$ cat src/design/assert_macros.svh
// assertion macros shared by the protected byte memory unit
`ifndef ASSERT_MACROS_SVH
`define ASSERT_MACROS_SVH

// same-cycle implication, checked outside reset
`define PBMU_ASSERT_IMP(label, ante, cons) \
    label: assert property (@(posedge i_clk) disable iff (!i_rst_n) (ante) |-> (cons)) \
        else $error("pbmu assertion failed");

// next-cycle implication, checked outside reset
`define PBMU_ASSERT_NXT(label, ante, cons) \
    label: assert property (@(posedge i_clk) disable iff (!i_rst_n) (ante) |=> (cons)) \
        else $error("pbmu assertion failed");

`endif

$ cat src/design/pbmu_pkg.sv
// types and constants of the protected byte memory unit
package pbmu_pkg;

    localparam int NUM_BANKS = 4;
    localparam int BYTE_W    = 8;
    localparam int DATA_W    = NUM_BANKS * BYTE_W;

    // access kinds
    localparam logic CMD_READ  = 1'b0;
    localparam logic CMD_WRITE = 1'b1;

    // access sizes that move data
    localparam logic [2:0] SIZE_MIN = 3'd1;
    localparam logic [2:0] SIZE_MAX = 3'd4;

    // configuration register indexes
    typedef enum logic [2:0] {
        CFG_ROM_START      = 3'd0,
        CFG_ROM_LAST       = 3'd1,
        CFG_IO_TABLE_START = 3'd2,
        CFG_IO_AREA_START  = 3'd3
    } t_cfg_idx;

    // reset values of the window registers
    localparam logic [31:0] RST_ROM_START      = 32'd0;
    localparam logic [31:0] RST_ROM_LAST       = 32'd4095;
    localparam logic [31:0] RST_IO_TABLE_START = 32'd4096;
    localparam logic [31:0] RST_IO_AREA_START  = 32'd8192;

    // classified access handed from front to back
    typedef struct packed {
        logic                 is_write;
        logic                 refused;
        logic                 active;
        logic [1:0]           offset;
        logic [2:0]           size;
        logic [NUM_BANKS-1:0] bank_en;
    } t_ctrl;

endpackage

$ cat src/design/pbmu_queue.sv
// two-entry fifo between pipeline parts
`include "assert_macros.svh"
module pbmu_queue import pbmu_pkg::*; #(
    parameter int WIDTH = 8
) (
    input  logic             i_clk,
    input  logic             i_rst_n,
    input  logic             i_push_valid,
    output logic             o_push_ready,
    input  logic [WIDTH-1:0] i_push_data,
    output logic             o_pop_valid,
    input  logic             i_pop_ready,
    output logic [WIDTH-1:0] o_pop_data,
    output logic [1:0]       o_count
);

    logic [WIDTH-1:0] r_mem [2];
    logic             r_wr_ptr;
    logic             r_rd_ptr;
    logic [1:0]       r_count;
    logic [1:0]       n_count;
    logic             w_push;
    logic             w_pop;

    assign o_push_ready = (r_count != 2'd2);
    assign o_pop_valid  = (r_count != 2'd0);
    assign o_pop_data   = r_mem[r_rd_ptr];
    assign o_count      = r_count;
    assign w_push       = i_push_valid && o_push_ready;
    assign w_pop        = o_pop_valid && i_pop_ready;

    // occupancy
    always_comb begin
        n_count = r_count;
        if (w_push && !w_pop) begin
            n_count = r_count + 2'd1;
        end else if (!w_push && w_pop) begin
            n_count = r_count - 2'd1;
        end
    end

    // pointers and count
    always_ff @(posedge i_clk) begin
        if (!i_rst_n) begin
            r_wr_ptr <= 1'b0;
            r_rd_ptr <= 1'b0;
            r_count  <= 2'd0;
        end else begin
            if (w_push) begin
                r_wr_ptr <= ~r_wr_ptr;
            end
            if (w_pop) begin
                r_rd_ptr <= ~r_rd_ptr;
            end
            r_count <= n_count;
        end
    end

    // entry storage
    always_ff @(posedge i_clk) begin
        if (w_push) begin
            r_mem[r_wr_ptr] <= i_push_data;
        end
    end

    `PBMU_ASSERT_IMP(a_count_bound, 1'b1, r_count <= 2'd2)
    `PBMU_ASSERT_IMP(a_empty_ptrs, r_count == 2'd0, r_wr_ptr == r_rd_ptr)
    `PBMU_ASSERT_IMP(a_full_ptrs, r_count == 2'd2, r_wr_ptr == r_rd_ptr)

endmodule

$ cat config.mk
export PLATFORM = sky130hd
export DESIGN_NAME = pbmu_queue
export DESIGN_NICKNAME = d
export VERILOG_FILES = /design/src/design/pbmu_pkg.sv /design/src/design/pbmu_queue.sv
export VERILOG_INCLUDE_DIRS = /design/src /design/src/design
export SDC_FILE = /design/constraint.sdc
export NUM_CORES = 1
export LEC_CHECK = 0
export BUFFER_PORTS_ARGS = -buffer_cell sky130_fd_sc_hd__clkbuf_2
export CORE_UTILIZATION = 35
export DETAILED_ROUTE_END_ITERATION = 10
export HOLD_SLACK_MARGIN = 0.12
export PLACE_DENSITY = 0.63
export SYNTH_ARGS = -nofsm -noshare
export SYNTH_HDL_FRONTEND = slang
export SYNTH_SLANG_ARGS = --single-unit
$ cat constraint.sdc
create_clock -name i_clk -period 2 [get_ports i_clk]
set_clock_uncertainty 0.15 [all_clocks]
set_input_delay 0.1 -clock i_clk [delete_from_list [all_inputs] [get_ports i_clk]]
set_output_delay 0.1 -clock i_clk [all_outputs]
set_load 0.05 [all_outputs]
* After elaboration in Yosys (flattened, before gate mapping) *
Memory sizes are Yosys's and may differ from the RTL's. A register that Yosys moved wholly into a read port is not among the register bits.
Cells that the tools add are included.

word-level totals
  flip-flop bits (word level) = 4
  memory bits (writable) = 16
  input bits = 12
  output and inout port bits = 12
  memories = 1

cells by class
  $add $sub $neg = 2
  eq/ne operators = 1
  mux-type cells = 6
  bitwise operators = 2
  reductions and logical operators = 8

memory list
  name   depth  width  read ports  clocked after Yosys merged registers in  wr ports  line              source
  r_mem  2      8      1           1                                        1         pbmu_queue.sv:17  logic [WIDTH-1:0] r_mem [2];

operators with widths
  cell                                               count
  logical AND 1 bit                                  4
  two-way mux 1 bit                                  4
  two-way mux 2 bit                                  2
  nonzero test 2 bit                                 2
  adder 2 x 1 -> 2 bit (second input constant)       1
  logical NOT 1 bit                                  2
  != test 2 bit (second input constant)              1
  NOT 1 bit                                          2
  subtractor 2 x 1 -> 2 bit (second input constant)  1

* Longest topological paths before layout *
  depth in word-level cells = 6
  gate-level depth with buffers = 6
  mapped depth without buffers = 6

* Least setup slack after synthesis *
OpenSTA, ideal clock, no wires.

  kind = register to register
  start point = register r_count[1], in the netlist o_count[1]
  end point = register r_count[1], in the netlist o_count[1]
  data arrival time = 1.951 ns
  required time = 1.780 ns
  path slack = -0.171 ns
  cell stages (with the launch flop) = 6
  path buffers = 0
  cell sequence = dfxtp_1 -> nand2b_4 -> and2_1 -> ha_1 -> or3_1 -> a21oi_1

between the ends
  word-level cells in the longest chain between the ends = 5
  elaborated cells on any way between the ends = 13

ends and longest elaborated chain
  element                       line              source
  from (decl)                   pbmu_queue.sv:20  logic [1:0] r_count;
  from (signal assigned)        pbmu_queue.sv:55  r_count <= n_count;
  != test 2 bit (*)             pbmu_queue.sv:25  assign o_push_ready = (r_count != 2'd2);
  named net o_push_ready        pbmu_queue.sv:9   output logic o_push_ready,
  logical AND 1 bit (*)         pbmu_queue.sv:29  assign w_push = i_push_valid && o_push_ready;
  named net w_push              pbmu_queue.sv:22  logic w_push;
  logical NOT 1 bit             pbmu_queue.sv:37  end else if (!w_push && w_pop) begin
  logical AND 1 bit             pbmu_queue.sv:37
  nonzero test 2 bit (no line)  --

The timed path passes the listed nets; every way through them passes the cells marked *. The select of a mux whose other input is x is not followed.
A chain may end at the register's enable or synchronous reset.

* Worst setup path after layout *
  start point = register r_count[0], in the netlist o_count[0]
  end point = register r_count[1], in the netlist o_count[1]

between the ends
  word-level cells in the longest chain between the ends = 5
  elaborated cells on any way between the ends = 13

ends and longest elaborated chain
  element                       line
  != test 2 bit (*)             pbmu_queue.sv:25
  logical AND 1 bit (*)         pbmu_queue.sv:29
  named net w_push              pbmu_queue.sv:22
  logical NOT 1 bit             pbmu_queue.sv:37
  logical AND 1 bit             pbmu_queue.sv:37
  nonzero test 2 bit (no line)  --

Marked as above.

==> run_results.csv <==
group,metric,value,unit
run_status,outcome,"completed",
global_route,grt_remaining_overflow,0,
synth,synth_edf_count,16,
routing,wl_per_cell,10.8,microns
global_route,grt_use_total,0.115,
clock_network,path_clk_slew,110,ps
critical_path,cp.required,2070,ps
critical_path,r2r_slack,280,ps
synth,ys_seq_elements,21,
global_route,grtUsageMet3,0.0586,
power_and_ir_drop,p_per_area,1330,nW/um^2
timing,setup_violations,0,
finish,most-common-layout-cells,"23 x clkbuf_2, 16 x edfxtp_1, 13 x dlygate4sd3_1",
floorplan,initial_utilization,0.370,
worst_hold_path,hold_depth,2,
timing,max-slew-margin-rel,0.739,
global_route,grt_pass1_vias,466,
critical_path,worstSetupStartpointType,"flop",
clock_network,cts_root_buffer,"clkbuf_4",
global_route,grt_max_degree,12,
global_route,grt_pass1_wl,1.96,mm
finish,areaGrowthSynthToFinish,37.6,%
placed_design,port_buffers,23,
timing,hold_viol,0,
finish,antennaDiodeCount,0,
timing,fin_crit,1720,ps
placed_design,placed_cell_area,957,sq um
floorplan,num_rows,17,
finish,nets,103,
clock_network,cts_buffers,3,
critical_path,reg2regPathDepth,5,
global_route,grt_use_met1,0.110,
critical_path,crit_start,"o_count[0]",
synth,yosysUniqueCellTypes,17,
critical_path,crit_type,"reg -> reg",
synth,yosysWarnings,0,
floorplan,die_h,50.1,microns
global_route,top_usage_layer,"met2",
synth,postSynthNetCount,63,
critical_path,reg2reg_from,"o_count[0]",
finish,layout_commonest_cell,"clkbuf_2",
routing,vias_per_cell,4.37,
synth,synth_area,810,sq um
worst_hold_path,worstHoldStart,"r_rd_ptr",
timing,rsz0062_at_grt,"false",
timing,tns,0,ps
critical_path,critical_path_arrival,1790,ps
critical_path,regToRegEndpoint,"o_count[1]",
clock_network,cts.sinks,21,
routing,dr.pass1.iters,4,
power_and_ir_drop,p_leak,0.460,nW
floorplan,io_pins,24,
timing,worstMarginPinSlew,391,ps
routing,routed_wl,1.26,mm
flow_run,cap_violations,0,
global_route,grtUsageMet2,0.191,
clock_network,htree_levels,1,
clock_network,clk_path_buf_depth,2,
critical_path,crit_end,"o_count[1]",
timing,period_share,0.858,
clock_network,cts_tree,"built",
global_route,antenna_found_initial,0,
timing,drv_slew,0,
placed_design,dp_hpwl,864,microns
power_and_ir_drop,ir_drop,0.000839,V
placed_design,gp_congestion,0.740,
synth,synthCells,50,
floorplan,dieWidth,50.1,microns
critical_path,path_max_fanout,6,
floorplan,fp.coreArea,2190,sq um
worst_hold_path,min_path_type,"reg -> reg",
timing,max_freq,583,MHz
clock_network,ctsResizeCount,0,
critical_path,endpoint_kind,"flop",
clock_network,insertion_delay,290,ps
finish,drive_gt1_frac,0.438,
synth,synth_seq_area_share,0.717,
synth,syn_area_per_cell,16.2,sq um
routing,vias,511,
finish,design_area,1110,sq um
synth,ys_async_sr_fraction,0,
routing,drc_errors,0,
synth,synth_ff_type,"edfxtp_1",
floorplan,die-area,2510,sq um
routing,ant_nets,0,
routing,drt_iter0_drc,3,
[logic make-up after synthesis]
| group | Yosys count | share of synthesized area |
|---|---|---|
| mux | 8 | 0.111 |
| buf+inv | 3 | 0.0155 |
| flops | 21 | 0.717 |
| compound gates | 5 | 0.0371 |
| simple gates | 9 | 0.0711 |
| fa+ha+maj | 1 | 0.0155 |
| xor+xnor | 3 | 0.0325 |
[how the worst min path moves through the flow]
stage and endpoint:
2_1_floorplan r_mem[0][0], 3_3_place_gp r_mem[0][3], 3_5_place_dp r_mem[1][5], 4_1_cts r_mem[1][3], 5_1_grt r_mem[1][3], 6_report r_rd_ptr
[state kept, by name, indices dropped and copies added, names as in the netlist, named ones only]
| register | count |
|---|---|
| r_mem | 16 |
| o_count | 2 |
| r_rd_ptr | 1 |
| r_wr_ptr | 1 |
[cell usage after synthesis (2+ instances only)]
cell      count  area [sq um]
dfxtp_1       5           100
a21oi_1       2          10.0
nor2_1        3          11.3
mux2_2        8          90.1
edfxtp_1     16           480
inv_1         2          7.51
o21ai_0       2          10.0
xor2_1        3          26.3
[power breakdown]
group	switching, mW	total (mW)	leakage (nW)	internal [mW]
Clock	0.113	0.190	0.0150	0.0774
Combinational	0.448	0.667	0.254	0.219
Sequential	0.0631	0.620	0.191	0.557
Total	0.624	1.48	0.460	0.854
[through the flow]
stage                      util  total power [mW]  cells  hold slack [ps]  setup WS (ps)
after floorplan               -              1.15     50             48.9           68.6
after global placement    0.437              1.27    100              140            328
after detailed placement  0.437              1.27    100              146            306
after CTS                 0.508              1.50    117              370            236
after global routing      0.508              1.56    117              358            189
final                     0.508              1.48    117              378            285
[critical path, stage by stage, from the launching register on]
cell      delay [ps]
dfxtp_2          370
nand2b_4         160
and2_1           150
ha_1             320
or3_1            370
a21oi_1          130
[final cells by class]
| class | count | area [sq um] |
|---|---|---|
| flip-flops and latches | 21 | 583 |
| inverters | 2 | 7.51 |
| well taps | 28 | 35.0 |
| multi-input cells | 26 | 216 |
| fillers | 188 | 1080 |
| clock buffers | 4 | 26.3 |
| repair buffers | 36 | 245 |
[layer usage]
metal	vias to the layer above	routed length [microns]
li1	260	-
met1	232	557
met2	17	619
met3	2	74
met4	0	11
met5	-	0
[repair_timing]
action	in CTS	in global routing
buffers inserted	0	0
hold buffers	13	0
hold endpoints to repair	21	0
No activity file was read; power rests on OpenSTA's default activity.
