===== src/design/assert_macros.svh =====
// assertion macros shared by the protected byte memory unit
`ifndef ASSERT_MACROS_SVH
`define ASSERT_MACROS_SVH

// same-cycle implication, checked outside reset
`define PBMU_ASSERT_IMP(label, ante, cons) \
    label: assert property (@(posedge i_clk) disable iff (!i_rst_n) (ante) |-> (cons)) \
        else $error("pbmu assertion failed");

// next-cycle implication, checked outside reset
`define PBMU_ASSERT_NXT(label, ante, cons) \
    label: assert property (@(posedge i_clk) disable iff (!i_rst_n) (ante) |=> (cons)) \
        else $error("pbmu assertion failed");

`endif


===== src/design/pbmu_pkg.sv =====
// types and constants of the protected byte memory unit
package pbmu_pkg;

    localparam int NUM_BANKS = 4;
    localparam int BYTE_W    = 8;
    localparam int DATA_W    = NUM_BANKS * BYTE_W;

    // access kinds
    localparam logic CMD_READ  = 1'b0;
    localparam logic CMD_WRITE = 1'b1;

    // access sizes that move data
    localparam logic [2:0] SIZE_MIN = 3'd1;
    localparam logic [2:0] SIZE_MAX = 3'd4;

    // configuration register indexes
    typedef enum logic [2:0] {
        CFG_ROM_START      = 3'd0,
        CFG_ROM_LAST       = 3'd1,
        CFG_IO_TABLE_START = 3'd2,
        CFG_IO_AREA_START  = 3'd3
    } t_cfg_idx;

    // reset values of the window registers
    localparam logic [31:0] RST_ROM_START      = 32'd0;
    localparam logic [31:0] RST_ROM_LAST       = 32'd4095;
    localparam logic [31:0] RST_IO_TABLE_START = 32'd4096;
    localparam logic [31:0] RST_IO_AREA_START  = 32'd8192;

    // classified access handed from front to back
    typedef struct packed {
        logic                 is_write;
        logic                 refused;
        logic                 active;
        logic [1:0]           offset;
        logic [2:0]           size;
        logic [NUM_BANKS-1:0] bank_en;
    } t_ctrl;

endpackage


===== src/design/pbmu_front.sv =====
// front part: window registers, protection check and byte lane mapping
module pbmu_front import pbmu_pkg::*; #(
    parameter int ADDR_BITS = 16
) (
    input  logic                                i_clk,
    input  logic                                i_rst_n,
    input  logic                                i_cfg_valid,
    input  logic [2:0]                          i_cfg_index,
    input  logic [31:0]                         i_cfg_data,
    input  logic                                i_cmd,
    input  logic [2:0]                          i_size,
    input  logic [31:0]                         i_address,
    input  logic [DATA_W-1:0]                   i_write_data,
    output t_ctrl                               o_ctrl,
    output logic [NUM_BANKS*(ADDR_BITS-2)-1:0]  o_rows,
    output logic [DATA_W-1:0]                   o_wbytes
);

    localparam int ROW_BITS = ADDR_BITS - 2;

    logic [31:0] r_rom_start;
    logic [31:0] r_rom_last;
    logic [31:0] r_io_table_start;
    logic [31:0] r_io_area_start;

    logic w_protected;
    logic w_size_ok;
    logic w_is_write;
    logic w_refused;
    logic w_active;

    // window registers
    always_ff @(posedge i_clk) begin
        if (!i_rst_n) begin
            r_rom_start      <= RST_ROM_START;
            r_rom_last       <= RST_ROM_LAST;
            r_io_table_start <= RST_IO_TABLE_START;
            r_io_area_start  <= RST_IO_AREA_START;
        end else if (i_cfg_valid) begin
            unique case (i_cfg_index)
                CFG_ROM_START:      r_rom_start      <= i_cfg_data;
                CFG_ROM_LAST:       r_rom_last       <= i_cfg_data;
                CFG_IO_TABLE_START: r_io_table_start <= i_cfg_data;
                CFG_IO_AREA_START:  r_io_area_start  <= i_cfg_data;
                default: ;
            endcase
        end
    end

    // classification on the full unmasked address
    assign w_protected = ((i_address >= r_rom_start) && (i_address <= r_rom_last)) ||
                         ((i_address >= r_io_table_start) && (i_address < r_io_area_start));
    assign w_size_ok   = (i_size >= SIZE_MIN) && (i_size <= SIZE_MAX);
    assign w_is_write  = (i_cmd == CMD_WRITE);
    assign w_refused   = w_is_write && w_protected;
    assign w_active    = w_size_ok && !w_refused;

    // per bank: which byte of the access lands there, and at which row
    always_comb begin
        logic [1:0]           lane;
        logic [ADDR_BITS-1:0] byte_addr;
        o_ctrl.is_write = w_is_write;
        o_ctrl.refused  = w_refused;
        o_ctrl.active   = w_active;
        o_ctrl.offset   = i_address[1:0];
        o_ctrl.size     = i_size;
        o_rows          = '0;
        o_wbytes        = '0;
        for (int b = 0; b < NUM_BANKS; b++) begin
            lane      = 2'(b) - i_address[1:0];
            byte_addr = i_address[ADDR_BITS-1:0] + ADDR_BITS'(lane);
            o_ctrl.bank_en[b] = w_active && ({1'b0, lane} < i_size);
            o_rows[b*ROW_BITS +: ROW_BITS] = byte_addr[ADDR_BITS-1:2];
            o_wbytes[b*BYTE_W +: BYTE_W]   = i_write_data[lane*BYTE_W +: BYTE_W];
        end
    end

endmodule


===== config.mk =====
export PLATFORM = sky130hd
export DESIGN_NAME = pbmu_front
export DESIGN_NICKNAME = d
export VERILOG_FILES = /design/src/design/assert_macros.svh /design/src/design/pbmu_pkg.sv /design/src/design/pbmu_front.sv
export SDC_FILE = /design/constraint.sdc
export NUM_CORES = 1
export LEC_CHECK = 0
export ABC_AREA = 1
export BUFFER_PORTS_ARGS = -buffer_cell sky130_fd_sc_hd__buf_2
export CAP_MARGIN = 20
export CELL_PAD_IN_SITES_DETAIL_PLACEMENT = 1
export CELL_PAD_IN_SITES_GLOBAL_PLACEMENT = 2
export CORE_ASPECT_RATIO = 0.75
export CORE_MARGIN = 4
export CORE_UTILIZATION = 33
export CTS_CLUSTER_SIZE = 16
export DETAILED_ROUTE_END_ITERATION = 8
export GPL_TIMING_DRIVEN = 0
export HOLD_SLACK_MARGIN = 0.08
export PLACE_DENSITY = 0.95
export SETUP_SLACK_MARGIN = 0.3
export SLEW_MARGIN = 20
export SYNTH_ARGS = -nofsm -noshare
export SYNTH_HDL_FRONTEND = slang
export SYNTH_SLANG_ARGS = --single-unit
export TNS_END_PERCENT = 50

===== constraint.sdc =====
create_clock -name i_clk -period 7.27 [get_ports i_clk]
set_input_delay 1.454 -clock i_clk [delete_from_list [all_inputs] [get_ports i_clk]]
set_output_delay 1.454 -clock i_clk [all_outputs]
set_load 0.01 [all_outputs]

Word-level counts from Yosys, hierarchy flattened --
Index checks and enable logic that the tools add are counted.
Operators by class: add/subtract/negate cells 8, multipliers 0, divide/modulo/power cells 0, order comparisons 10, equality and inequality tests 3, shift-type cells 4, muxes and demuxes 0, bitwise logic cells 0, reduce and logical (&&, ||, !) cells 16
Operators with widths (count):
- variable part select 32 x 6 -> 8 bit | 4
- adder 16 x 2 -> 16 bit | 4
- greater-or-equal comparator 32 bit | 2
- <= comparator 32 bit | 1
- < comparator 32 bit | 1
- < comparator 2 x 3 -> 1 bit | 4
- logical AND 1 bit | 9
- AND reduction 2 bit | 4
- equality test 3 x 2 -> 1 bit (second input constant) | 2
- subtractor 1 x 2 -> 2 bit (first input constant) | 2
- subtractor 2 bit (first input constant) | 2
- equality test 3 x 1 -> 1 bit (second input constant) | 1
- greater-or-equal comparator 3 x 1 -> 1 bit (second input constant) | 1
- <= comparator 3 bit (second input constant) | 1
- logical NOT 3 bit | 1
- logical NOT 1 bit | 1
- logical OR 1 bit | 1
Storage, ports and cells: flip-flop bits (word level) 128, latch bits 0, memory bits (writable) 0, bits in read-only memories 0, input bits 106, output and inout port bits 100, logic and storage cells 45, memories 0

Depth between registers and ports, before layout --
word-level depth 7, mapped depth 21, gate-level depth less buffers 19

Least setup slack after synthesis --
OpenSTA, ideal clock, no wires.
path type input port to output port, start point input i_address[1], end point output o_ctrl[2] (netlist name), data arrival time 3517 ps, data required time 5816 ps, slack 2299 ps, stages 11, buffers on the path 4, cells stage by stage buf_6 inv_1 clkbuf_1 ha_1 buf_4 inv_1 buf_1 ha_1 a21oi_1 nor2_1 nor2_1
RTL lines:
- start, declared | line pbmu_front.sv:12 | input logic [31:0] i_address,
- end, declared | line pbmu_front.sv:14 | output t_ctrl o_ctrl,

==> out/metrics.yaml <==
run_status:
  outcome: "finished clean"
critical_path:
  ff2ff_path_depth: 2
  timing.rr.start: "r_io_table_start[12]"
  r2r_slack_ps: 6580
  crit_required_ps: 5820
  criticalPathCategory: "input port to output pin"
  worstPathCellList: "buf_2 > buf_6 > inv_1 > clkbuf_1 > ha_1 > buf_4 > inv_1 > buf_1 > ha_1 > a21oi_1 > nor2_1 > nor2_1 > buf_2"
  arrival_ps: 4470
  r2r_end: "r_io_table_start[12]"
  cpMaxStageDelayCell: "clkbuf_1"
  crit_path_start_kind: "input port"
  critPathCaptureType: "output pin"
  critPathMaxStageDelay_ps: 470
  path_max_fanout: 11
flow_run:
  cap_violations: 0
placed_design:
  place.port_buffers: 204
  place_inst: 1838
  dpl.hpwl_um: 26800
  gp_congestion: 0.849
clock_network:
  cts_setup_buffers: 0
  cts_inserted_buffers: 17
  cts-resized-gates: 0
  ctsHoldBuffers: 0
  clk_latency_ps: 420
  cts.sinks: 128
  cts_tree: "yes"
  clkTransAtPathRegs_ps: 60
  cts-root-buf: "clkbuf_16"
  clk_path_buf_depth: 2
  htreeDepth: 4
power:
  pwr_density_cell_nw_per_um2: 180
  leakage_nw: 5.30
  peakVddDrop_mv: 0.0997
  total_power_mw: 2.02
floorplan:
  num_rows: 52
  ioPinCount: 206
  design.core.area_um2: 27300
  die_h_um: 153
  start_util_pct: 33.9
  fp.dieW_um: 201
  die-area_um2: 30800
yosys:
  ys_types: 34
  synth.yosys.seq_area_share_pct: 27.7
  syn-mean-instance-area_um2: 7.20
  synthesis.instances: 1283
  syn_area_um2: 9240
  synth-seq-cells: 128
  synth.largest_area_cell: "dfxtp_1"
  synth_top_area_share_pct: 27.7
  syn_nets: 1525
  yosys-top-cells-area: "dfxtp_1 (28%), ha_1 (18%), a21oi_1 (9.4%), o21ai_0 (8.6%), inv_1 (7.9%)"
  ys.warnings.count: 0
layout:
  ff_latch_area_um2: 2560
  final_common_cell: "buf_2"
  fin_nets: 1748
  fillers: 3506
  finalNonFillerCells: 1868
  final_cell_mix: "buf_2 (209), inv_1 (195), nand2_1 (195)"
  fin_util_pct: 41.2
  multi_input_area_um2: 5540
  layout-drive-gt1-share_pct: 18.6
  diodes: 0
  area_growth_pct: 21.7
global_route:
  grt_pass1_vias: 9708
  grt_start_max_net_pins: 17
  grt_use_met1_pct: 30.4
  use_met2_pct: 35.1
  gr-usage-met3_pct: 3.64
  grt_usage_pct: 21.6
  antenna_found_initial: 3
  grt_pass1_wl_um: 53500
  globalRouteOverflowTotal: 0
  grt-busiest-layer: "met2"
timing:
  report.final.slew_viol_count: 0
  tns_ps: 0
  timing.fmax_mhz: 169
  finalHoldViolCount: 0
  setup_viol: 0
  period_needed_ps: 5920
  final.period_utilization_pct: 81.5
  worst_pin_slew_ps: 705
  rsz0062_at_grt: "false"
  fin_hold_ws_ps: 458
  relSlewSlack_pct: 53.0
  finClkSkew_ps: 0
route:
  route.detailed.drc: 0
  drtPass1Iterations: 5
  viasPerCell: 5.07
  num_vias: 9479
  wl_per_cell_um: 18.2
  drtAntennaViolNets: 0
  wl_um: 34000
  first_iter_violations: 438
worst_hold_path:
  hp-start: "r_rom_start[0]"
  hold-path-endpoint: "r_rom_start[0]"
  hold-path-cell-count: 2
  hp-class: "register to register"
-- synth_stat cells --
| library cell | count |
|---|---|
| inv_1 | 195 |
| a21oi_1 | 174 |
| xnor2_1 | 6 |
| o211ai_1 | 12 |
| o21bai_1 | 1 |
| nor2_1 | 74 |
| buf_2 | 5 |
| o21ai_0 | 159 |
| xor2_1 | 35 |
| nor3_2 | 1 |
| buf_6 | 1 |
| mux2i_1 | 32 |
| a31o_2 | 1 |
| ha_1 | 136 |
| nand3_1 | 18 |
| o21ai_1 | 2 |
| clkbuf_2 | 2 |
| nand2_2 | 5 |
| nor2_4 | 2 |
| xnor2_4 | 1 |
| nor3_1 | 5 |
| buf_4 | 24 |
| nor4_2 | 1 |
| buf_1 | 3 |
| dfxtp_1 | 128 |
| clkbuf_1 | 41 |
| a21o_1 | 3 |
| a21boi_0 | 1 |
| nand4_1 | 8 |
| nand2_1 | 195 |
| inv_2 | 3 |
| nor2_2 | 3 |
| o21a_1 | 5 |
| o21ai_2 | 1 |
-- stage by stage --
| stage | cell area [µm²] | setup slack [ps] |
|---|---|---|
| after CTS | 11200 | 1310 |
| after detailed placement | 10700 | 1330 |
| after global routing | 11200 | 1100 |
| after floorplan | 9240 | 2300 |
| after global placement | 10700 | 1340 |
| final | 11200 | 1350 |
-- logic make-up after synthesis --
group,count (synthesis),synth area share (%)
adder cells (fa/ha/maj),136,18.4
buffers and inverters,274,12.3
AO/OA/AOI/OAI,359,20.1
flip-flops,128,27.7
multiplexers,32,3.47
XOR/XNOR,42,4.19
AND/OR/NAND/NOR,312,13.8
-- where the power goes --
part           internal, mW  total, mW  switching [mW]
Combinational         0.178      0.478           0.299
Sequential            0.727      0.733         0.00646
Clock                 0.483      0.813           0.330
Total                  1.39       2.02           0.635
-- routing by layer --
metal,share of wire (%),routed length [µm]
met1,49,16600
met2,46,15600
met3,3.8,1290
met4,1.2,422
met5,0.10,34
-- worst max-delay path by stage --
stage,from,end,slack (ps)
final,i_address[1],o_ctrl[2],1350
after global routing,i_address[1],o_ctrl[2],1100
after CTS,i_address[1],o_ctrl[2],1310
after detailed placement,i_address[1],o_ctrl[2],1330
after global placement,i_address[1],o_ctrl[2],1340
after floorplan,i_address[1],o_ctrl[2],2300
-- critical path: cells and delay by family --
kind,cells,cell delay [ps]
AOI/OAI and AO/OA,1,140
adders and majority gates,2,680
buffers and inverters,8,2040
and+or+nand+nor,2,140
-- area by class of cell --
cell class / count / share of cell area, %
multi-input combinational: 881 / 49.3
sequential: 128 / 22.8
timing repair buffer: 204 / 9.08
inverter: 198 / 6.61
clock buffer: 21 / 4.10
tap: 351 / 3.91
buffer: 76 / 3.48
clock inverter: 9 / 0.779
-- state kept, by name, summed over array words and instances (netlist names) --
| signal | count |
|---|---|
| r_io_area_start | 32 |
| r_io_table_start | 32 |
| r_rom_start | 32 |
| r_rom_last | 32 |
Note: power is estimated with default switching activity, not from simulation.
